### src/design/fbpa_pkg.sv
`timescale 1ns / 1ps
// ----------------------------------------------------------------------------
// fbpa_pkg
// Shared types and codes for the fixed block pool allocator: request and
// response words, function and status codes, register indexes and the
// controller/datapath command and status groups.
// ----------------------------------------------------------------------------
package fbpa_pkg;

   localparam int unsigned ADDR_W  = 32;
   localparam int unsigned SHIFT_W = 5;
   localparam int unsigned COUNT_W = 9;
   localparam int unsigned FUNC_W  = 2;
   localparam int unsigned STAT_W  = 2;
   localparam int unsigned CSR_IDX_W = 2;

   // function codes
   localparam logic [FUNC_W-1:0] FUNC_ALLOC = 2'd0;
   localparam logic [FUNC_W-1:0] FUNC_FREE  = 2'd1;
   localparam logic [FUNC_W-1:0] FUNC_INIT  = 2'd2;

   // status codes
   localparam logic [STAT_W-1:0] STAT_OK    = 2'd0;
   localparam logic [STAT_W-1:0] STAT_EMPTY = 2'd1;
   localparam logic [STAT_W-1:0] STAT_PARAM = 2'd2;

   // register indexes
   localparam logic [CSR_IDX_W-1:0] CSR_POOL_BASE   = 2'd0;
   localparam logic [CSR_IDX_W-1:0] CSR_BLOCK_SHIFT = 2'd1;
   localparam logic [CSR_IDX_W-1:0] CSR_NUM_BLOCKS  = 2'd2;

   // reset values of the registers
   localparam logic [ADDR_W-1:0]  POOL_BASE_RST   = 32'd0;
   localparam logic [SHIFT_W-1:0] BLOCK_SHIFT_RST = 5'd4;
   localparam logic [COUNT_W-1:0] NUM_BLOCKS_RST  = 9'd256;

   localparam logic [COUNT_W-1:0] USED_MAX = 9'd511;

   typedef struct packed {
      logic [FUNC_W-1:0] func;
      logic [ADDR_W-1:0] block_address;
   } req_word_type;

   typedef struct packed {
      logic [STAT_W-1:0]  status;
      logic [ADDR_W-1:0]  alloc_address;
      logic [COUNT_W-1:0] used_count;
      logic [COUNT_W-1:0] free_space;
   } rsp_word_type;

   // controller -> datapath
   typedef struct packed {
      logic accept;     // latch request, run free check, capture head link
      logic init_step;  // write one link of the init walk
      logic commit;     // update list state and load the response word
   } dp_cmd_type;

   // datapath -> controller
   typedef struct packed {
      logic [FUNC_W-1:0] func;  // function of the word at the request port
      logic n_zero;             // effective block count is zero
      logic init_last;          // init walk is on its last block
      logic out_free;           // response register can take a word
   } dp_sts_type;

endpackage

### src/design/fbpa_ctrl.sv
`timescale 1ns / 1ps
// ----------------------------------------------------------------------------
// fbpa_ctrl
// Sequencer for the allocator: takes one request word at a time, runs the
// init link walk and holds the commit until the response register is free.
// ----------------------------------------------------------------------------
module fbpa_ctrl (
   input  logic                 clock,
   input  logic                 reset,
   input  logic                 req_valid,
   output logic                 req_stall,
   output fbpa_pkg::dp_cmd_type cmd,
   input  fbpa_pkg::dp_sts_type sts
);

   typedef enum logic [2:0] {
      S_IDLE   = 3'b001,
      S_INIT   = 3'b010,
      S_COMMIT = 3'b100
   } state_type;

   state_type state_ff, state_in;

   assign req_stall = (state_ff != S_IDLE);

   always_comb begin
      state_in       = state_ff;
      cmd            = '0;
      unique case (state_ff)
         S_IDLE: begin
            if (req_valid) begin
               cmd.accept = 1'b1;
               if (sts.func == fbpa_pkg::FUNC_INIT && !sts.n_zero) begin
                  state_in = S_INIT;
               end else begin
                  state_in = S_COMMIT;
               end
            end
         end
         S_INIT: begin
            cmd.init_step = 1'b1;
            if (sts.init_last) begin
               state_in = S_COMMIT;
            end
         end
         S_COMMIT: begin
            if (sts.out_free) begin
               cmd.commit = 1'b1;
               state_in   = S_IDLE;
            end
         end
         default: begin
            state_in = S_IDLE;
         end
      endcase
   end

   always_ff @(posedge clock) begin
      if (reset) begin
         state_ff <= S_IDLE;
      end else begin
         state_ff <= state_in;
      end
   end

   // at most one datapath command per cycle
   a_cmd_onehot: assert property (@(posedge clock) disable iff (reset)
      $onehot0({cmd.accept, cmd.init_step, cmd.commit}))
      else $error("fbpa_ctrl: overlapping datapath commands");

   // an accepted word always leads into work
   a_accept_moves: assert property (@(posedge clock) disable iff (reset)
      cmd.accept |=> (state_ff == S_INIT || state_ff == S_COMMIT))
      else $error("fbpa_ctrl: accepted word left idle");

   // request side is held off while a word is being worked on
   a_busy_stalls: assert property (@(posedge clock) disable iff (reset)
      (cmd.init_step || cmd.commit) |-> req_stall)
      else $error("fbpa_ctrl: request open while busy");

endmodule

### src/design/fbpa_datapath.sv
`timescale 1ns / 1ps
// ----------------------------------------------------------------------------
// fbpa_datapath
// Configuration registers, link memory, free-list head, used count, free
// address check and the response register.
// ----------------------------------------------------------------------------
module fbpa_datapath #(
   parameter int unsigned POOL_DEPTH = 256
) (
   input  logic                                     clock,
   input  logic                                     reset,
   input  logic                                     csr_wr_en,
   input  logic [fbpa_pkg::CSR_IDX_W-1:0]           csr_index,
   input  logic [fbpa_pkg::ADDR_W-1:0]              csr_wr_data,
   input  fbpa_pkg::req_word_type                   req_word,
   output logic                                     rsp_valid,
   input  logic                                     rsp_stall,
   output fbpa_pkg::rsp_word_type                   rsp_word,
   input  fbpa_pkg::dp_cmd_type                     cmd,
   output fbpa_pkg::dp_sts_type                     sts
);

   localparam int unsigned IW   = $clog2(POOL_DEPTH);
   localparam int unsigned CNTW = (IW > fbpa_pkg::COUNT_W) ? IW : fbpa_pkg::COUNT_W;
   localparam int unsigned LIMW = fbpa_pkg::ADDR_W + fbpa_pkg::COUNT_W;

   // link entry: {valid, next index}
   typedef logic [IW:0] link_type;

   // configuration
   logic [fbpa_pkg::ADDR_W-1:0]  pool_base_ff;
   logic [fbpa_pkg::SHIFT_W-1:0] block_shift_ff;
   logic [fbpa_pkg::COUNT_W-1:0] num_blocks_ff;
   logic [fbpa_pkg::COUNT_W-1:0] eff_n;

   // list state
   logic [IW-1:0]                head_ff, head_in;
   logic                         head_valid_ff, head_valid_in;
   logic [fbpa_pkg::COUNT_W-1:0] used_ff, used_in;

   // per-request registers
   fbpa_pkg::req_word_type       req_ff;
   logic                         free_err_ff;
   logic [IW-1:0]                free_idx_ff;
   logic [CNTW-1:0]              cnt_ff;

   // link memory
   link_type                     link_mem [POOL_DEPTH];
   link_type                     link_rd_ff;
   logic                         mem_we;
   logic [IW-1:0]                mem_waddr;
   link_type                     mem_wdata;

   // response register
   logic                         rsp_valid_ff;
   fbpa_pkg::rsp_word_type       rsp_ff, rsp_in;

   // free check
   logic [LIMW-1:0]              lim;
   logic [fbpa_pkg::ADDR_W-1:0]  diff;
   logic [fbpa_pkg::ADDR_W-1:0]  mask;
   logic                         chk_err;
   logic [IW-1:0]                chk_idx;

   logic [CNTW:0]                cnt_next;
   logic                         free_ok;

   // ---- configuration registers ----
   always_ff @(posedge clock) begin
      if (reset) begin
         pool_base_ff   <= fbpa_pkg::POOL_BASE_RST;
         block_shift_ff <= fbpa_pkg::BLOCK_SHIFT_RST;
         num_blocks_ff  <= fbpa_pkg::NUM_BLOCKS_RST;
      end else if (csr_wr_en) begin
         unique case (csr_index)
            fbpa_pkg::CSR_POOL_BASE:   pool_base_ff   <= csr_wr_data;
            fbpa_pkg::CSR_BLOCK_SHIFT: block_shift_ff <= csr_wr_data[fbpa_pkg::SHIFT_W-1:0];
            fbpa_pkg::CSR_NUM_BLOCKS:  num_blocks_ff  <= csr_wr_data[fbpa_pkg::COUNT_W-1:0];
            default: ;
         endcase
      end
   end

   // count capped at the memory depth
   assign eff_n = (32'(num_blocks_ff) > 32'(POOL_DEPTH)) ?
                  fbpa_pkg::COUNT_W'(POOL_DEPTH) : num_blocks_ff;

   // ---- free address check, on the incoming word ----
   assign lim     = LIMW'(pool_base_ff) + (LIMW'(eff_n) << block_shift_ff);
   assign diff    = req_word.block_address - pool_base_ff;
   assign mask    = ~({fbpa_pkg::ADDR_W{1'b1}} << block_shift_ff);
   assign chk_err = (req_word.block_address < pool_base_ff) ||
                    (LIMW'(req_word.block_address) >= lim) ||
                    ((diff & mask) != '0);
   assign chk_idx = IW'(diff >> block_shift_ff);

   // ---- init walk ----
   assign cnt_next = (CNTW + 1)'(cnt_ff) + (CNTW + 1)'(1);

   always_ff @(posedge clock) begin
      if (cmd.accept) begin
         req_ff      <= req_word;
         free_err_ff <= chk_err;
         free_idx_ff <= chk_idx;
         cnt_ff      <= '0;
      end else if (cmd.init_step) begin
         cnt_ff <= cnt_next[CNTW-1:0];
      end
   end

   // ---- link memory ----
   always_comb begin
      mem_we    = 1'b0;
      mem_waddr = free_idx_ff;
      mem_wdata = {head_valid_ff, head_ff};
      if (cmd.init_step) begin
         mem_we    = 1'b1;
         mem_waddr = cnt_ff[IW-1:0];
         if (cnt_next < (CNTW + 1)'(eff_n)) begin
            mem_wdata = {1'b1, cnt_next[IW-1:0]};
         end else begin
            mem_wdata = '0;
         end
      end else if (cmd.commit && req_ff.func == fbpa_pkg::FUNC_FREE && !free_err_ff) begin
         mem_we = 1'b1;
      end
   end

   always_ff @(posedge clock) begin
      if (mem_we) begin
         link_mem[mem_waddr] <= mem_wdata;
      end
      link_rd_ff <= link_mem[head_ff];
   end

   // ---- commit ----
   assign free_ok = (req_ff.func == fbpa_pkg::FUNC_FREE) && !free_err_ff;

   always_comb begin
      head_in              = head_ff;
      head_valid_in        = head_valid_ff;
      used_in              = used_ff;
      rsp_in.status        = fbpa_pkg::STAT_OK;
      rsp_in.alloc_address = '0;
      unique case (req_ff.func)
         fbpa_pkg::FUNC_INIT: begin
            head_in       = '0;
            head_valid_in = (eff_n != '0);
            used_in       = '0;
         end
         fbpa_pkg::FUNC_ALLOC: begin
            if (head_valid_ff) begin
               rsp_in.alloc_address = pool_base_ff +
                                      (fbpa_pkg::ADDR_W'(head_ff) << block_shift_ff);
               head_in       = link_rd_ff[IW-1:0];
               head_valid_in = link_rd_ff[IW];
               if (used_ff != fbpa_pkg::USED_MAX) begin
                  used_in = used_ff + fbpa_pkg::COUNT_W'(1);
               end
            end else begin
               rsp_in.status = fbpa_pkg::STAT_EMPTY;
            end
         end
         fbpa_pkg::FUNC_FREE: begin
            if (free_err_ff) begin
               rsp_in.status = fbpa_pkg::STAT_PARAM;
            end else begin
               head_in       = free_idx_ff;
               head_valid_in = 1'b1;
               if (used_ff != '0) begin
                  used_in = used_ff - fbpa_pkg::COUNT_W'(1);
               end
            end
         end
         default: ;
      endcase
      rsp_in.used_count = used_in;
      rsp_in.free_space = (eff_n > used_in) ? (eff_n - used_in) : '0;
   end

   always_ff @(posedge clock) begin
      if (reset) begin
         head_valid_ff <= 1'b0;
         used_ff       <= '0;
      end else if (cmd.commit) begin
         head_valid_ff <= head_valid_in;
         used_ff       <= used_in;
      end
   end

   always_ff @(posedge clock) begin
      if (reset) begin
         head_ff <= '0;
      end else if (cmd.commit) begin
         head_ff <= head_in;
      end
   end

   // ---- response register ----
   always_ff @(posedge clock) begin
      if (reset) begin
         rsp_valid_ff <= 1'b0;
      end else if (cmd.commit) begin
         rsp_valid_ff <= 1'b1;
      end else if (!rsp_stall) begin
         rsp_valid_ff <= 1'b0;
      end
   end

   always_ff @(posedge clock) begin
      if (cmd.commit) begin
         rsp_ff <= rsp_in;
      end
   end

   assign rsp_valid = rsp_valid_ff;
   assign rsp_word  = rsp_ff;

   assign sts.func      = req_word.func;
   assign sts.n_zero    = (eff_n == '0);
   assign sts.init_last = (cnt_next >= (CNTW + 1)'(eff_n));
   assign sts.out_free  = !rsp_valid_ff || !rsp_stall;

   // a commit always leaves a word in the response register
   a_commit_loads: assert property (@(posedge clock) disable iff (reset)
      cmd.commit |=> rsp_valid_ff)
      else $error("fbpa_datapath: commit without response");

   // used count and free space add up to the block count while the used count is below it
   a_space_sum: assert property (@(posedge clock) disable iff (reset)
      (rsp_valid_ff && rsp_ff.used_count < eff_n) |->
         ((fbpa_pkg::COUNT_W + 1)'(rsp_ff.used_count) +
          (fbpa_pkg::COUNT_W + 1)'(rsp_ff.free_space) ==
          (fbpa_pkg::COUNT_W + 1)'(eff_n)))
      else $error("fbpa_datapath: free space inconsistent");

   // an accepted free leaves a non-empty list
   a_free_head: assert property (@(posedge clock) disable iff (reset)
      (cmd.commit && free_ok) |=> head_valid_ff)
      else $error("fbpa_datapath: list empty after free");

endmodule

### src/design/fixed_block_pool_allocator.sv
`timescale 1ns / 1ps
// ----------------------------------------------------------------------------
// fixed_block_pool_allocator
// Pool of equal power-of-two blocks managed through a LIFO free list held
// in a link memory. Allocate pops the head, free pushes a checked address,
// init relinks all blocks in ascending order.
// ----------------------------------------------------------------------------
//
//   channel   ports                         direction   word
//   --------  ----------------------------  ----------  ---------------------
//   request   req_valid/req_stall/req_word  in          func, block_address
//   response  rsp_valid/rsp_stall/rsp_word  out         status, address,
//                                                       used count, free space
//   config    csr_wr_en/csr_index/csr_wr_data in        base, size log2, count
//
// Allocate, free and unused codes run accept (free check,
// link read at the head), then commit (list update, response load).
// Init runs accept, one link write per block of the capped block count on
// the single write port, then commit; with a count of zero it skips the writes.
// Reset is synchronous; the list comes up empty, so no memory clearing pass.
// A stalled response holds the commit; the next request word is accepted
// while an earlier response still waits.
//
module fixed_block_pool_allocator #(
   parameter int unsigned POOL_DEPTH = 256
) (
   input  logic                           clock,
   input  logic                           reset,
   // configuration writes
   input  logic                           csr_wr_en,
   input  logic [fbpa_pkg::CSR_IDX_W-1:0] csr_index,
   input  logic [fbpa_pkg::ADDR_W-1:0]    csr_wr_data,
   // request words
   input  logic                           req_valid,
   output logic                           req_stall,
   input  fbpa_pkg::req_word_type         req_word,
   // response words
   output logic                           rsp_valid,
   input  logic                           rsp_stall,
   output fbpa_pkg::rsp_word_type         rsp_word
);

   // command and status groups between sequencer and datapath
   fbpa_pkg::dp_cmd_type cmd;
   fbpa_pkg::dp_sts_type sts;

   // sequencer: idle / init walk / commit
   fbpa_ctrl u_ctrl (
      .clock     (clock),
      .reset     (reset),
      .req_valid (req_valid),
      .req_stall (req_stall),
      .cmd       (cmd),
      .sts       (sts)
   );

   // link memory, list head, counts and response register
   fbpa_datapath #(
      .POOL_DEPTH (POOL_DEPTH)
   ) u_datapath (
      .clock       (clock),
      .reset       (reset),
      .csr_wr_en   (csr_wr_en),
      .csr_index   (csr_index),
      .csr_wr_data (csr_wr_data),
      .req_word    (req_word),
      .rsp_valid   (rsp_valid),
      .rsp_stall   (rsp_stall),
      .rsp_word    (rsp_word),
      .cmd         (cmd),
      .sts         (sts)
   );

endmodule

### config.mk
export PLATFORM = sky130hd
export DESIGN_NAME = fixed_block_pool_allocator
export DESIGN_NICKNAME = d
export VERILOG_FILES = /design/src/design/fbpa_pkg.sv /design/src/design/fbpa_ctrl.sv /design/src/design/fbpa_datapath.sv /design/src/design/fixed_block_pool_allocator.sv
export SDC_FILE = /design/constraint.sdc
export NUM_CORES = 2
export LEC_CHECK = 0
export BUFFER_PORTS_ARGS = -buffer_cell sky130_fd_sc_hd__clkbuf_2
export CORE_MARGIN = 2
export CORE_UTILIZATION = 45
export CTS_BUF_LIST = sky130_fd_sc_hd__clkbuf_4
export CTS_CLUSTER_DIAMETER = 120
export CTS_CLUSTER_SIZE = 24
export DETAILED_ROUTE_END_ITERATION = 7
export HOLD_SLACK_MARGIN = 0.02
export PLACE_DENSITY = 0.59
export SETUP_SLACK_MARGIN = 0.02
export SYNTH_ARGS = -nofsm -noshare
export SYNTH_HDL_FRONTEND = slang
export SYNTH_SLANG_ARGS = --single-unit
### constraint.sdc
create_clock -name clock -period 46.2 [get_ports clock]
set_clock_uncertainty 0.15 [all_clocks]
set_input_delay 0 -clock clock [delete_from_list [all_inputs] [get_ports clock]]
set_output_delay 0 -clock clock [all_outputs]
set_load 0.02 [all_outputs]
Yosys cells after proc, flatten, opt, wreduce, memory -nomap -nowiden
Memories as Yosys holds them, arrays and structs flattened. A register that Yosys moved wholly into a read port is not among the register bits. Index checks and enable logic that the tools add are counted.

Shift operators: 4. Equal/unequal tests: 16. Order comparisons: 6. Bitwise logic cells: 2. Reductions and logical operators: 24. Add/sub/neg operators: 7. Muxes and demuxes: 34.

Operators by type and width (count): 9-bit two-way mux (7); 32-bit by 41-bit adder with 41-bit output (1); 32-bit by 41-bit greater-or-equal comparator with 1-bit output (1); 9-bit by 5-bit left shift with 41-bit output (1); 32-bit adder (1); 32-bit AND (1); 32-bit less-than comparator (1); 32-bit NOT (1); 32-bit nonzero test (1); 32-bit by 5-bit left shift with 32-bit output (first input constant) (1); 8-bit by 5-bit left shift with 32-bit output (1); 32-bit by 5-bit >> shifter with 8-bit output (1); 32-bit subtractor (1); 9-bit one-hot mux with 3 select lines (1); 8-bit two-way mux (3); 8-bit one-hot mux with 3 select lines (1); 9-bit nonzero test (2); 1-bit two-way mux (14); 3-bit two-way mux (4); 9-bit by 1-bit adder with 10-bit output (second input constant) (1); 10-bit by 9-bit greater-or-equal comparator with 1-bit output (1); 10-bit by 9-bit less-than comparator with 1-bit output (1); 9-bit by 1-bit adder with 9-bit output (second input constant) (1); 9-bit > comparator (1); 25 further kinds (44).

Memories kept: 1. Input bits: 73. Output and inout port bits: 54. RAM bits: 2304. Bits in registers: 140.

Memory list: u_datapath.link_mem (depth 256, width 9, read ports 1, clocked after memory_dff 1, wr ports 1, line fbpa_datapath.sv:48) `link_type link_mem [POOL_DEPTH];`.

Longest topological paths before layout
Word-level depth: 10. Depth in mapped cells: 31.

Modules after synthesis
Synthesis repeated with hierarchy kept, for this count alone.

Cell total of the unflattened synthesis: 5788. Area, all modules: 105097.0 um^2.

Modules (own cells, without submodules): fbpa_datapath (area each 104875.6 um^2, seq. area each 72739.8 um^2, cells each 5766, times used 1); fbpa_ctrl (area each 221.5 um^2, seq. area each 60.1 um^2, cells each 22, times used 1).

Worst setup path after synthesis
No wires, ideal clock.

Path type: register to register. From: register u_datapath.num_blocks_ff[8] (netlist name). To: memory u_datapath.link_mem[0][0] (netlist name) (data pin). Arrival time: 12.935 ns. Clock period less this slack: 15.325 ns. Buffers on the path: 3. Stages on the path, launching flop included: 16. Path slack: 30.875 ns. Setup time: 2.241 ns. Path through: dfxtp_1 -> clkbuf_1 -> clkbuf_1 -> nor2b_1 -> inv_1 -> ha_1 -> o21a_1 -> o21a_1 -> o21a_1 -> o21a_1 -> o21a_1 -> o21a_1 -> o21ai_0 -> nand2_1 -> clkbuf_1 -> o31ai_1.

Longest elaborated chain between the ends: 5.

Ends and longest elaborated chain: start, declared (line fbpa_datapath.sv:33) `logic [fbpa_pkg::COUNT_W-1:0] num_blocks_ff;`; start signal, assigned (line fbpa_datapath.sv:73) `num_blocks_ff <= fbpa_pkg::NUM_BLOCKS_RST;`; start signal, assigned (line fbpa_datapath.sv:78) `fbpa_pkg::CSR_NUM_BLOCKS: num_blocks_ff <= csr_wr_data[fbpa_pkg::COUNT_W-1:0];`; 9-bit > comparator (line fbpa_datapath.sv:85) `assign eff_n = (32'(num_blocks_ff) > 32'(POOL_DEPTH)) ?`; 9-bit two-way mux * (line fbpa_datapath.sv:85); 10-bit by 9-bit less-than comparator with 1-bit output * (line fbpa_datapath.sv:119) `if (cnt_next < (CNTW + 1)'(eff_n)) begin`; 9-bit two-way mux * (line fbpa_datapath.sv:119); 9-bit two-way mux * (line fbpa_datapath.sv:116) `if (cmd.init_step) begin`; net u_datapath.mem_wdata[0] (line fbpa_datapath.sv:52) `link_type mem_wdata;`; end, declared (line fbpa_datapath.sv:48).

The timed path passes the listed nets; every way through them passes the cells marked *.

Worst setup path in the final report
From: register u_datapath.num_blocks_ff[8] (netlist name). To: register u_datapath.free_err_ff (data pin).

Longest elaborated chain between the ends: 7.

Ends and longest elaborated chain: 9-bit > comparator (line fbpa_datapath.sv:85); 9-bit two-way mux * (line fbpa_datapath.sv:85); 9-bit by 5-bit left shift with 41-bit output * (line fbpa_datapath.sv:89) `assign lim = LIMW'(pool_base_ff) + (LIMW'(eff_n) << block_shift_ff);`; 32-bit by 41-bit adder with 41-bit output * (line fbpa_datapath.sv:89); 32-bit by 41-bit greater-or-equal comparator with 1-bit output * (line fbpa_datapath.sv:93) `(LIMW'(req_word.block_address) >= lim) ||`; 1-bit logical OR * (line fbpa_datapath.sv:92) `assign chk_err = (req_word.block_address < pool_base_ff) ||`; 1-bit logical OR * (line fbpa_datapath.sv:93); net u_datapath.chk_err (line fbpa_datapath.sv:62) `logic chk_err;`; end signal, assigned (line fbpa_datapath.sv:103) `free_err_ff <= chk_err;`; end, declared (line fbpa_datapath.sv:43) `logic free_err_ff;`.

Marked as above. A chain may end at the register's enable or synchronous reset.

==> results.py <==
metrics = {
    "power_and_ir_drop": {
        "ir_drop_v": 0.0000215,
        "netSwitchingPower_mw": 0.726,
        "power.internal_mw": 2.64,
        "seqPwrFrac_pct": 71.7,
        "pwr-share-comb_pct": 4.5,
        "clkPwrFrac_pct": 23.8,
        "p_sw_share_pct": 21.6,
        "power_density_mw_per_mm2": 30.2,
        "p_leak_nw": 37.4,
    },
    "worst_setup_path": {
        "cp-end-kind": "register",
        "slowest_stage": "dfxtp_1",
        "cp-start-kind": "register",
        "arrival_ns": 9.97,
        "worstSetupPathType": "register to register",
        "path_common_cell": "o21ai_0",
        "worstPathMaxFanout": 24,
        "cp-startpoint": "u_datapath.num_blocks_ff[8]",
        "rr_worst_depth": 31,
        "max_stage_delay_ns": 0.95,
        "crit_required_ns": 47.15,
        "rrSetupSlack_ns": 37.17,
        "worstReg2RegStart": "u_datapath.num_blocks_ff[8]",
    },
    "timing": {
        "period_share_pct": 19.5,
        "rsz0062_at_grt": "false",
        "fin_tns_setup_ns": 0,
        "finalMaxSlewViolations": 0,
        "tightest_slew_ns": 1.45,
        "finalSetupViolations": 0,
        "fin_crit_ns": 9.03,
        "hold_viol": 0,
        "slew_headroom_pct": 3.00,
        "timing.fmax_mhz": 111,
    },
    "clock_tree": {
        "cts_inserted_buffers": 114,
        "cts.reportedPaths.clkPinSlew_ns": 0.26,
        "cts.sinks": 2453,
        "cts_tree": "built",
        "cts_setup_buffers": 0,
        "ctsResizeCount": 0,
        "htreeDepth": 3,
        "hold_buffers": 202,
        "cts.path.max_buffers": 3,
        "ctsRootBufferMaster": "clkbuf_4",
        "insertion_delay_ns": 1.36,
    },
    "finish": {
        "drive_above_1_share_pct": 21.1,
        "multi_input_area_sq_mm": 0.0296,
        "area_growth_pct": 7.33,
        "fill_cells": 18900,
        "final_util_pct": 48.5,
        "fin_nets": 6049,
        "seqCellArea_sq_mm": 0.0728,
    },
    "run": {
        "max_cap_violations": 0,
    },
    "synthesis": {
        "synth_edf_count": 2367,
        "synthFlopType": "edfxtp_1",
        "synth_cell_type_count": 79,
        "ys_ff_latch": 2453,
        "syn_area_sq_mm": 0.104,
        "yosysSeqAreaShare_pct": 70.1,
        "syn_avg_cell_area_sq_um": 18.6,
        "async_flop_share_pct": 0,
        "ys_warn_count": 0,
        "synth_nets": 5824,
        "synthCells": 5599,
    },
    "floorplan": {
        "io_pins": 127,
        "core_sq_mm": 0.230,
        "die_h_um": 484,
        "die_area_sq_mm": 0.235,
        "num_rows": 176,
        "initial_core_util_pct": 45.2,
        "dieWidth_um": 484,
    },
    "detailed_routing": {
        "firstDrtPassIters": 5,
        "wire_per_inst_um": 29.6,
        "ant_nets": 0,
        "drc": 0,
        "first_iter_violations": 5977,
        "routed_wl_um": 264000,
        "via_per_inst": 6.07,
        "num_vias": 54100,
    },
    "global_routing": {
        "grt.total_usage_pct": 22.3,
        "gr-total-overflow": 0,
        "busiest_layer": "met2",
        "grt_util_met3_pct": 2.87,
        "met1_usage_pct": 33.5,
        "grt_max_degree": 257,
        "first_global_vias": 53700,
        "grt_use_met2_pct": 35.3,
        "antenna_found_initial": 14,
        "grt_pass1_wl_um": 386000,
    },
    "placement": {
        "gp_congestion": 0.911,
        "port-buffer-count": 126,
        "post-dp-hpwl_um": 166000,
    },
    "hold_path": {
        "holdCritStartpoint": "req_valid",
        "hp-class": "input pin to register",
        "whs_path_depth": 6,
    },
    "outcome": {
        "outcome": "completed",
    },
}
==> routing by layer <==
| layer | vias to the layer above | part of all wire (%) |
|---|---|---|
| met4 | 10 | 2.0 |
| met2 | 1748 | 48 |
| met5 | - | 0.022 |
| li1 | 23100 | - |
| met3 | 244 | 5.8 |
| met1 | 29000 | 44 |
==> power by group through the flow <==
stage          logic, mW  registers, mW  clock network, mW
4_1_cts            0.150           2.42              0.827
5_1_grt            0.164           2.42              0.891
3_5_place_dp       0.133           2.46                  0
6_report           0.152           2.42              0.800
2_1_floorplan     0.0882           2.47                  0
3_3_place_gp       0.133           2.46                  0
==> cells in the final DEF (no fill, tap or decap), drive strengths merged, types with 17 or more instances in the layout <==
cell         Yosys  routed
edfxtp        2367    2367
mux4           785     785
nor2           471     471
clkbuf         251     283
nand2          256     256
dlygate4sd3      0     202
a21oi          178     178
ha             148     148
o21ai          125     125
buf             73     105
inv             93      98
dfxtp           86      86
a21o            60      60
nand3           56      56
nor3            49      49
mux2i           47      47
xnor2           47      47
xor2            46      46
o21a            31      31
a211oi          29      29
nor2b           28      28
a31oi           24      24
nand4           24      24
or3             22      22
o211ai          22      22
and3            21      21
nand2b          21      21
nand3b          20      20
o22ai           18      18
and2            17      17
==> state kept, by name, indices dropped and copies added, names as in the netlist, 5 cells and up <==
signal and count:
u_datapath.block_shift_ff 5, u_datapath.cnt_ff 9, u_datapath.free_idx_ff 8, u_datapath.head_ff 8
u_datapath.link_mem 2304, u_datapath.link_rd_ff 9, u_datapath.num_blocks_ff 9, u_datapath.pool_base_ff 32
u_datapath.rsp_word 52, u_datapath.used_ff 9
==> worst paths after layout <==
path	to
setup / recovery	u_datapath.free_err_ff
hold / removal	u_datapath.cnt_ff[8]
setup reg to reg	u_datapath.free_err_ff
hold reg to reg	u_datapath.pool_base_ff[3]
==> layout make-up <==
| type | count | share of cell area [%] |
|---|---|---|
| antenna | 11 | 0.0247 |
| clock buffer | 157 | 1.06 |
| clock inverter | 12 | 0.166 |
| inverter | 94 | 0.316 |
| multi-input combinational | 2728 | 26.6 |
| sequential | 2453 | 65.3 |
| tap | 3026 | 3.40 |
| timing repair buffer | 433 | 3.15 |
==> logic make-up after synthesis <==
kind of cell,count (synthesis),synth area share (%)
buffers and inverters,418,1.52
AND/OR/NAND/NOR,1032,4.41
AO/OA/AOI/OAI,603,3.70
XOR/XNOR,93,0.791
multiplexers,848,17.6
adder cells (fa/ha/maj),152,1.86
flip-flops,2453,70.1
==> stage by stage <==
| stage | hold slack, ns | instances | area (sq um) | power, mW | setup WS [ns] |
|---|---|---|---|---|---|
| after floorplan | -0.0511 | 5599 | 104000 | 2.55 | 30.87 |
| after global placement | 0.0751 | 8532 | 108000 | 2.60 | 39.07 |
| after detailed placement | 0.0825 | 8532 | 108000 | 2.60 | 38.95 |
| after CTS | 0.0614 | 8903 | 111000 | 3.39 | 37.35 |
| after global routing | 0.177 | 8910 | 111000 | 3.47 | 36.59 |
| final | 0.248 | 8914 | 112000 | 3.37 | 37.17 |
==> worst max-delay path, delay by kind of cell, from the launching register on <==
kind,cells,cell delay [ns]
AO/OA/AOI/OAI,21,4.15
buffers and inverters,4,2.10
flip-flops,1,0.95
adder cells (fa/ha/maj),2,0.72
AND/OR/NAND/NOR,3,0.55
XOR/XNOR,1,0.16
==> Yosys cell counts, drive strengths merged, types with 28 or more instances <==
cell    count  area share [%]
edfxtp   2367              68
mux4      785              17
nor2      471             1.7
nand2     256            0.92
clkbuf    251            0.91
a21oi     178            0.86
ha        148             1.8
o21ai     125            0.60
inv        93            0.34
dfxtp      86             1.7
buf        73            0.28
a21o       60            0.43
nand3      56            0.27
nor3       49            0.24
mux2i      47            0.45
xnor2      47            0.40
xor2       46            0.39
o21a       31            0.22
a211oi     29            0.21
nor2b      28            0.17
No activity file was read; power rests on OpenSTA's default activity.
